--- src/rtl/core/tct_pkg.sv ---
// Shared types, codes and helpers for the transpose cache table.
// Used by tct_cell and transpose_cache_table; no dependencies.
package tct_pkg;

   localparam int CAP_W     = 5;
   localparam int DEF_SLOTS = 16;
   localparam logic [CAP_W-1:0] CAP_RESET = 5'd16;

   // operation codes
   localparam logic [2:0] OP_LOOKUP = 3'd0;
   localparam logic [2:0] OP_INSERT = 3'd1;
   localparam logic [2:0] OP_WRITE  = 3'd2;
   localparam logic [2:0] OP_READ   = 3'd3;
   localparam logic [2:0] OP_CLEAR  = 3'd4;

   // status codes
   localparam logic [1:0] STAT_OK    = 2'd0;
   localparam logic [1:0] STAT_MISS  = 2'd1;
   localparam logic [1:0] STAT_RANGE = 2'd2;
   localparam logic [1:0] STAT_EMPTY = 2'd3;

   typedef struct packed {
      logic [15:0] fnum;
      logic [62:0] offs;
      logic [63:0] stmp;
   } tag_type;

   typedef struct packed {
      logic        valid;
      tag_type     tag;
      logic [31:0] val;
      logic [7:0]  flg;
   } entry_type;

   typedef struct packed {
      logic clear;
      logic write;
      logic take_lo;
      logic take_hi;
      logic halt;
   } cell_ctl_type;

   // zero acts as one, anything above the slot count acts as the slot count
   function automatic logic [CAP_W-1:0] clamp_cap(input logic [CAP_W-1:0] c, input int slots);
      logic [CAP_W-1:0] r;
      r = c;
      if (c == '0) r = CAP_W'(1);
      else if (32'(c) > slots) r = CAP_W'(slots);
      return r;
   endfunction

endpackage

--- src/rtl/core/tct_cell.sv ---
// One slot of the cache table chain: entry storage, tag compare, scan token.
// Depends on tct_pkg.
module tct_cell (
   input  logic                 clock,
   input  logic                 reset,
   input  tct_pkg::cell_ctl_type ctl,
   input  tct_pkg::entry_type   wr_data,
   input  tct_pkg::tag_type     query,
   input  tct_pkg::entry_type   lower_entry,
   input  tct_pkg::entry_type   upper_entry,
   input  logic                 tok_in,
   output logic                 tok_out,
   output tct_pkg::entry_type   entry,
   output logic                 hit
);
   import tct_pkg::*;

   logic      valid_ff, valid_in;
   entry_type data_ff, data_in;
   logic      tok_ff, tok_in_nx;

   // select the next slot contents: clear, write, swap with a neighbor, or hold
   always_comb begin
      data_in  = data_ff;
      valid_in = valid_ff;
      priority if (ctl.clear) begin
         valid_in = 1'b0;
      end else if (ctl.write) begin
         data_in  = wr_data;
         valid_in = 1'b1;
      end else if (ctl.take_lo) begin
         data_in  = lower_entry;
         valid_in = lower_entry.valid;
      end else if (ctl.take_hi) begin
         data_in  = upper_entry;
         valid_in = upper_entry.valid;
      end
   end

   // pass the scan token one cell up each cycle, drop it when the scan ends
   assign tok_in_nx = tok_in & ~ctl.halt;

   always_ff @(posedge clock) begin
      if (reset) begin
         valid_ff <= 1'b0;
         tok_ff   <= 1'b0;
      end else begin
         valid_ff <= valid_in;
         tok_ff   <= tok_in_nx;
      end
   end

   always_ff @(posedge clock) begin
      data_ff <= data_in;
   end

   always_comb begin
      entry       = data_ff;
      entry.valid = valid_ff;
   end

   assign tok_out = tok_ff;
   assign hit     = tok_ff & valid_ff & (data_ff.tag == query);

endmodule

--- config.mk ---
export PLATFORM = sky130hd
export DESIGN_NAME = tct_cell
export DESIGN_NICKNAME = d
export VERILOG_FILES = /design/src/rtl/core/tct_pkg.sv /design/src/rtl/core/tct_cell.sv
export SDC_FILE = /design/constraint.sdc
export NUM_CORES = 1
export LEC_CHECK = 0
export BUFFER_PORTS_ARGS = -buffer_cell sky130_fd_sc_hd__buf_2
export CORE_AREA = 2 2 346 348
export CTS_BUF_LIST = sky130_fd_sc_hd__clkbuf_4
export DETAILED_ROUTE_END_ITERATION = 7
export DIE_AREA = 0 0 348 350
export PLACE_DENSITY = 0.32
export SLEW_MARGIN = 20
export SYNTH_ARGS = -nofsm -noshare
export SYNTH_HDL_FRONTEND = slang
export SYNTH_SLANG_ARGS = --single-unit
--- constraint.sdc ---
create_clock -name clock -period 9.5 [get_ports clock]
set_input_delay 0.95 -clock clock [delete_from_list [all_inputs] [get_ports clock]]
set_output_delay 0.95 -clock clock [all_outputs]
set_load 0.05 [all_outputs]
==> flow_metrics.tcl, run 1 <==
set metrics [dict create \
    power.leakage_nw 7.93 \
    maxSlewViolCount 0 \
    final_util_pct 15.0 \
    antenna_found_initial 64 \
    fin_area_mm2 0.0177 \
    drv_cap 0 \
    slew_headroom_pct 34.9 \
    crit_type "register to primary output" \
    yosys.area_share.simple_pct 12.0 \
    critPathLaunchType "register" \
    syn-cell-area_mm2 0.0111 \
    yosysTopAreaCell "edfxtp_1" \
    hp-start "ctl[0]" \
    crit_path_cell_trace "xnor2_1 -> nand4_1 -> nor4_1 -> nand4_1 -> nor4b_2 -> buf_2" \
    num-nets-final 2625 \
    initial_core_util_pct 9.46 \
    synth_area_leaders "edfxtp_1 49%, mux2i_1 16%, o21ai_0 8.2%, nand2_1 6.2%, xnor2_1 4.3%" \
    synth_xor_area_share_pct 6.68 \
    cts_htree_levels 4 \
    area_growth_pct 58.9 \
    final_layout_size_suffix_gt1_share_pct 48.5 \
    r2r-start "valid_ff" \
    synthesis.nets 1767 \
    pin_count 889 \
    cts_tree "yes" \
    root_buffer "clkbuf_4" \
    tns_ps 0 \
    post_synth_inst_count 1064 \
    die_area_mm2 0.122 \
    synth_edf_count 183 \
    gp_congestion 0.838 \
    worst_path_largest_cell_delay_ps 730 \
    p_per_area_mw_per_mm2 144 \
    remaining_drc_errors 0 \
    viasPerCell 3.37 \
    whs_ps 325 \
    synthAdderAreaFrac_pct 0 \
    vias 11737 \
    grt_pass1_vias 12086 \
    yosys-top-cells-count "184 x nand2_1, 183 x edfxtp_1, 183 x mux2i_1, 183 x o21ai_0, 55 x xnor2_1" \
    cts_resized 0 \
    synthArstFlopShare_pct 0 \
    cts_sinks 185 \
    wl_per_cell_um 26.2 \
    fin_worst_skew_ps 0 \
    clk_pin_slew_worst_paths_ps 210 \
    rsz0062_at_grt "no" \
    fin_crit_sh_pct 51.7 \
    numCtsBuffers 17 \
    routed_wl_um 91200 \
    drt_iter0_drc 573 \
    peakVddDrop_mv 0.0752 \
    dr.pass1.iters 4 \
    ant_nets 0 \
    synth_area_per_cell_um2 10.5 \
    yosysSeqAreaShare_pct 49.7 \
    required_ps 8550 \
    grt_pass1_wl_um 114000 \
    die_x_um 348 \
    synth_seq_cells 185 \
    hold_viol_final 0 \
    timing.critical_path.mode_cell "nand4_1" \
    clk_latency_ps 780 \
    synth_most_common_cell "nand2_1" \
    clockBufferDepth 2 \
    dp_hpwl_um 80500 \
    ys_types 37 \
    synth_top_family_by_area "multiplexers" \
    synth_top_cell_area_share_pct 49.3 \
    hold_path_class "input pin to register" \
    dpl_cell_area_mm2 0.0174 \
    core_area_mm2 0.118 \
    worstPathArrival_ps 3970 \
    period_needed_ps 4920 \
    port-buffer-count 887 \
    crit_fanout 2 \
    crit_family "simple AND/OR/NAND/NOR gates" \
    cts_setup_buffers 0 \
    num_rows 126 \
    cp_slowest_cell "nand4_1" \
    grt_overflow 0 \
    max_freq_ghz 0.203 \
    fin_total_pwr_mw 2.55 \
    synth-main-ff-cell "edfxtp_1" \
    grt_max_degree 104 \
    startpoint "entry[176]" \
    synth_compound_area_share_pct 11.5 \
    path_buf_inv 1 \
    synthMuxAreaShare_pct 16.4 \
    yosys_warnings 0 \
    die_y_um 350 \
    hold_buffers 0 \
    worstSetupEndpointType "primary output" \
    setup_viol 0 \
    status "complete, no violations" \
    worst-slew-pin-transition_ps 966 \
    grt_usage_pct 14.5 \
]
-- worst register-to-register path: cells and delay by family (launching register included) --
family / cells / cell delay (ps)
flip-flops: 1 / 460
buffers and inverters: 1 / 50
AO/OA/AOI/OAI: 1 / 320
-- area by class of cell --
class / count / area (um^2)
clock inverter: 15 / 158
clock buffer: 17 / 128
multi-input combinational: 777 / 5200
antenna: 11 / 27.5
fill: 13592 / 100000
tap: 1536 / 1920
sequential: 185 / 5540
timing repair buffer: 902 / 4580
inverter: 39 / 146
-- routing by layer --
| layer | vias up | routed length, um | GRT usage (%) |
|---|---|---|---|
| met5 | - | 9 | 0 |
| met4 | 2 | 1930 | 3.35 |
| met3 | 102 | 4950 | 2.81 |
| met2 | 616 | 45500 | 25.7 |
| met1 | 5422 | 38800 | 18.0 |
| li1 | 5595 | - | - |
-- through the flow --
stage          worst slack, ps  instances
2_1_floorplan             3020       1064
3_3_place_gp              4730       3439
3_5_place_dp              4700       3439
4_1_cts                   4250       3471
5_1_grt                   4210       3480
6_report                  4580       3482
-- path summary, 6_finish.rpt --
check | end | slack [ps] | depth (start not counted)
hold / removal | tok_out | 330 | 2
setup reg to reg | valid_ff | 8580 | 2
setup / recovery | hit | 4580 | 6
hold reg to reg | valid_ff | 550 | 2
-- sequential cells by signal (all words and copies together) (netlist names) --
signal,flops
valid_ff,1
tok_out,1
entry,183
-- where the power goes --
part,switching (mW),internal (mW),total [mW]
clock network,0.390,0.142,0.532
registers,0.0974,1.00,1.10
logic,0.643,0.274,0.917
total,1.13,1.42,2.55
-- cell usage in the layout, fill, tap and decap left out, types with 4 or more instances in the layout --
master,netlist,routed
buf_2,16,885
nand2_1,184,184
mux2i_1,183,183
edfxtp_1,183,183
o21ai_0,183,182
xnor2_1,55,55
inv_1,38,38
nand2b_1,31,31
xor2_1,30,30
nor2b_1,21,21
nand4_1,19,19
nor4_1,18,18
clkbuf_4,0,17
buf_4,1,14
diode_2,0,11
o2111ai_1,9,9
o22ai_1,8,8
a2111o_1,7,7
inv_8,0,6
o221ai_1,4,4
-- kinds of logic (layout without fill, tap and decap cells) --
kind of cell / Yosys count / after routing
other: 0 / 11
muxes: 183 / 183
xor gates and xnor gates: 85 / 85
AOI/OAI and AO/OA: 225 / 225
and+or+nand+nor: 284 / 284
buffers and inverters: 102 / 973
DFF: 185 / 185
(Power assumes the default switching activity.)
==> run 2, diff against run 1 <==
CORE_AREA = 2 2 349 351   (was 2 2 346 348)
DIE_AREA = 0 0 351 353   (was 0 0 348 350)
PLACE_DENSITY = 0.31   (was 0.32)
clock period = 4.59 ns   (was 9.5 ns; I/O delays follow)
==> flow_metrics.tcl, run 2 (synthesis gave the netlist of run 1 again) <==
set metrics [dict create \
    largest_register_ffs 183 \
    worstPathArrival_ps 3680 \
    port-buffer-count 887 \
    gp_congestion 0.828 \
    cts_tree "yes" \
    tns_ps 0 \
    final_util_pct 17.9 \
    setup_viol 0 \
    drv_cap 0 \
    cts_sinks 185 \
    die_y_um 353 \
    max_freq_ghz 0.241 \
    vias 13269 \
    p_per_area_mw_per_mm2 260 \
    worst-slew-pin-transition_ps 1030 \
    fin_cells 3952 \
    viasPerCell 3.36 \
    num-nets-final 3000 \
    grt_usage_pct 14.3 \
    final_cell_mix "885 x buf_2, 363 x dlygate4sd3_1, 184 x nand2_1" \
    core_area_mm2 0.121 \
    cts_resized 0 \
    antenna_found_initial 49 \
    peakVddDrop_mv 0.203 \
    maxSlewViolCount 0 \
    fillers 13791 \
    fin_worst_skew_ps 0 \
    worstSetupEndpointType "primary output" \
    routed_wl_um 91300 \
    numCtsBuffers 17 \
    cts_htree_levels 4 \
    rsz0062_at_grt "no" \
    period_needed_ps 4140 \
    fin_total_pwr_mw 5.62 \
    pin_count 889 \
    final_layout_size_suffix_gt1_share_pct 41.2 \
    drt_iter0_drc 491 \
    clockBufferDepth 2 \
    clk_latency_ps 870 \
    multi_input_area_mm2 0.00520 \
    required_ps 4130 \
    hold_buffers 363 \
    crit_fanout 2 \
    fin_crit_sh_pct 90.2 \
    dp.cells 3540 \
    final_common_cell "buf_2" \
    clk_pin_slew_worst_paths_ps 220 \
    cts_setup_buffers 0 \
    grt_max_degree 122 \
    hold_path_class "input pin to register" \
    crit_type "register to primary output" \
    num_rows 128 \
    dr.pass1.iters 5 \
    status "complete, no violations" \
    dp_hpwl_um 79300 \
    slew_headroom_pct 30.9 \
    grt_pass1_vias 13785 \
    die_x_um 351 \
    remaining_drc_errors 0 \
    hold_viol_final 0 \
    grt_overflow 0 \
    seq_area_mm2 0.00554 \
    grt_pass1_wl_um 117000 \
    root_buffer "clkbuf_4" \
    area_growth_pct 93.8 \
    die_area_mm2 0.124 \
    critPathLaunchType "register" \
    initial_core_util_pct 9.24 \
    power.leakage_nw 9.56 \
    ant_nets 0 \
    wl_per_cell_um 23.1 \
]
run 2: final timing paths:
check | startpoint | endpoint | slack, ps | cells after the start
worst min register to register | valid_ff | valid_ff | 1090 | 3
worst max-delay path | entry[50] | hit | 450 | 6
worst min-delay path | upper_entry[150] | entry[150] | 170 | 3
worst max register to register | valid_ff | valid_ff | 3120 | 3
run 2: through the flow:
step | hold WS, ps | setup slack (ps) | instance area [um^2]
2_1_floorplan | 454 | 670 | 11100
3_3_place_gp | 491 | 1130 | 17600
3_5_place_dp | 484 | 1010 | 17600
4_1_cts | 11.9 | 32.4 | 21500
5_1_grt | 49.7 | 47.5 | 21600
6_report | 169 | 448 | 21600
run 2: critical path: stages, from the launching register on:
cell,delay [ps]
edfxtp_1,520
xnor2_1,560
nand4_1,160
nor4_1,620
nand4_1,310
nor4b_2,330
buf_2,320
run 2: area by class of cell:
type	count	area share, %
timing repair buffer	1277	38.7
sequential	185	25.6
multi-input combinational	777	24.1
tap	1625	9.42
clock inverter	15	0.719
inverter	39	0.678
clock buffer	17	0.591
antenna	17	0.197
run 2: layer usage:
layer | up-vias | wire [um] | global-route usage, %
met3 | 85 | 5200 | 3.39
met2 | 608 | 45800 | 25.7
met5 | - | 22 | 0
met1 | 6217 | 38500 | 17.0
met4 | 4 | 1750 | 3.43
li1 | 6355 | - | -
run 2: where the power goes:
part	leakage (nW)	switching (mW)	total [mW]	internal (mW)
Clock	0.151	0.845	1.09	0.248
Sequential	1.78	0.193	2.27	2.08
Combinational	7.63	1.41	2.25	0.842
Total	9.56	2.45	5.62	3.17
==> run 3, diff against run 2 <==
CORE_AREA = 2 2 346 348   (was 2 2 349 351)
DIE_AREA = 0 0 348 350   (was 0 0 351 353)
PLACE_DENSITY = 0.32   (was 0.31)
clock period = 3.7 ns   (was 4.59 ns; I/O delays follow)
==> flow_metrics.tcl, run 3 (synthesis gave the netlist of run 1 again) <==
set metrics [dict create \
    status "finished with violations" \
    violations "setup timing" \
    seq_area_mm2 0.00554 \
    pin_count 889 \
    wl_per_cell_um 23.6 \
    core_area_mm2 0.118 \
    fin_area_mm2 0.0217 \
    final_cell_mix "884 x buf_2, 367 x dlygate4sd3_1, 184 x nand2_1" \
    final_util_pct 18.5 \
    initial_core_util_pct 9.46 \
    worstPathArrival_ps 3390 \
    fin_crit_sh_pct 102 \
    required_ps 3330 \
    worstSetupEndpointType "primary output" \
    final_layout_size_suffix_gt1_share_pct 41.9 \
    ant_nets 0 \
    root_buffer "clkbuf_4" \
    crit_type "register to primary output" \
    grt_pass1_vias 13627 \
    dp_slack_ps 538 \
    cts_setup_buffers 0 \
    p_per_area_mw_per_mm2 322 \
    fin_ws_ps -59.4 \
    final_common_cell "buf_2" \
    crit_fanout 2 \
    worst_path_largest_cell_delay_ps 570 \
    grt_usage_pct 14.5 \
    vias 13175 \
    die_x_um 348 \
    cts_tree "yes" \
    fillers 13456 \
    path_buf_inv 2 \
    num_rows 126 \
    cts_sinks 185 \
    clk_latency_ps 770 \
    power.leakage_nw 9.72 \
    setup_viol 1 \
    slew_headroom_pct 38.3 \
    period_needed_ps 3760 \
    dp_hpwl_um 79500 \
    worst-slew-pin-transition_ps 923 \
    grt_max_degree 108 \
    antenna_found_initial 37 \
    whs_ps 106 \
    peakVddDrop_mv 0.208 \
    remaining_drc_errors 0 \
    maxSlewViolCount 0 \
    hold_viol_final 0 \
    viasPerCell 3.40 \
    area_growth_pct 95.1 \
    drv_cap 0 \
    die_area_mm2 0.122 \
    crit_family "simple AND/OR/NAND/NOR gates" \
    drt_iter0_drc 540 \
    numCtsBuffers 17 \
    dr.pass1.iters 5 \
    min_path_cells 3 \
    gp_congestion 0.844 \
    clockBufferDepth 2 \
    reg2regPathDepth 3 \
    crit_path_cell_trace "inv_1 -> a221o_1 -> nor4_1 -> nand4_1 -> nor4b_4 -> buf_12" \
    multi_input_area_mm2 0.00530 \
    fin_worst_skew_ps 0 \
    grt_pass1_wl_um 117000 \
    dpl_cell_area_mm2 0.0177 \
    num-nets-final 3019 \
    crit_cells 6 \
    largest_register_ffs 183 \
    max_freq_ghz 0.266 \
    fin_total_pwr_mw 6.99 \
    port-buffer-count 887 \
    rsz0062_at_grt "yes" \
    hold_path_class "input pin to register" \
    die_y_um 350 \
    cp_slowest_cell "nor4_1" \
    clk_pin_slew_worst_paths_ps 220 \
    routed_wl_um 91500 \
    grt_overflow 0 \
    cts_htree_levels 4 \
    critPathLaunchType "register" \
]
run 3: where the power goes:
group	total, mW	switching, mW	internal, mW	leakage (nW)
clock network	1.35	1.04	0.310	0.151
registers	2.80	0.225	2.58	1.78
logic	2.84	1.77	1.07	7.79
run 3: per-layer routing:
metal	vias up	global-route usage [%]	part of all wire, %
li1	6370	-	-
met1	6186	17.9	43
met2	562	26.0	50
met3	55	3.10	5.7
met4	2	2.49	1.1
met5	-	0	0.014
run 3: cell type report:
class                           count  share of cell area [%]
Inverter                           39                   0.673
Sequential cell                   185                    25.5
Antenna cell                        9                   0.104
Clock inverter                     15                   0.702
Tap cell                         1536                    8.84
Timing Repair Buffer             1296                    39.2
Multi-Input combinational cell    777                    24.4
Clock buffer                       17                   0.587
run 3: worst reg2reg max path, delay by kind of cell, from the launching register on:
family	cells	cell delay, ps
buffers and inverters	2	640
AO/OA/AOI/OAI	1	340
flip-flops	1	400
run 3: worst paths after layout:
check / startpoint / endpoint / slack (ps)
max reg2reg: valid_ff / valid_ff / 2290
max: entry[115] / hit / -60
min: wr_data[85] / entry[85] / 110
min reg2reg: valid_ff / valid_ff / 1060
run 3: stage by stage:
stage | setup TNS (ps) | cells
after CTS | -186 | 3865
after global routing | -221 | 3868
after detailed placement | 0 | 3466
after floorplan | 0 | 1064
final | -59.4 | 3874
after global placement | 0 | 3466
run 3: repair_timing:
action / 4_1_cts / 5_1_grt
hold buffers: 367 / 0
setup endpoints to repair: 1 / 1
endpoints found under the hold margin: 199 / 0
pin swaps: 1 / 2
resized for setup: 8 / 6
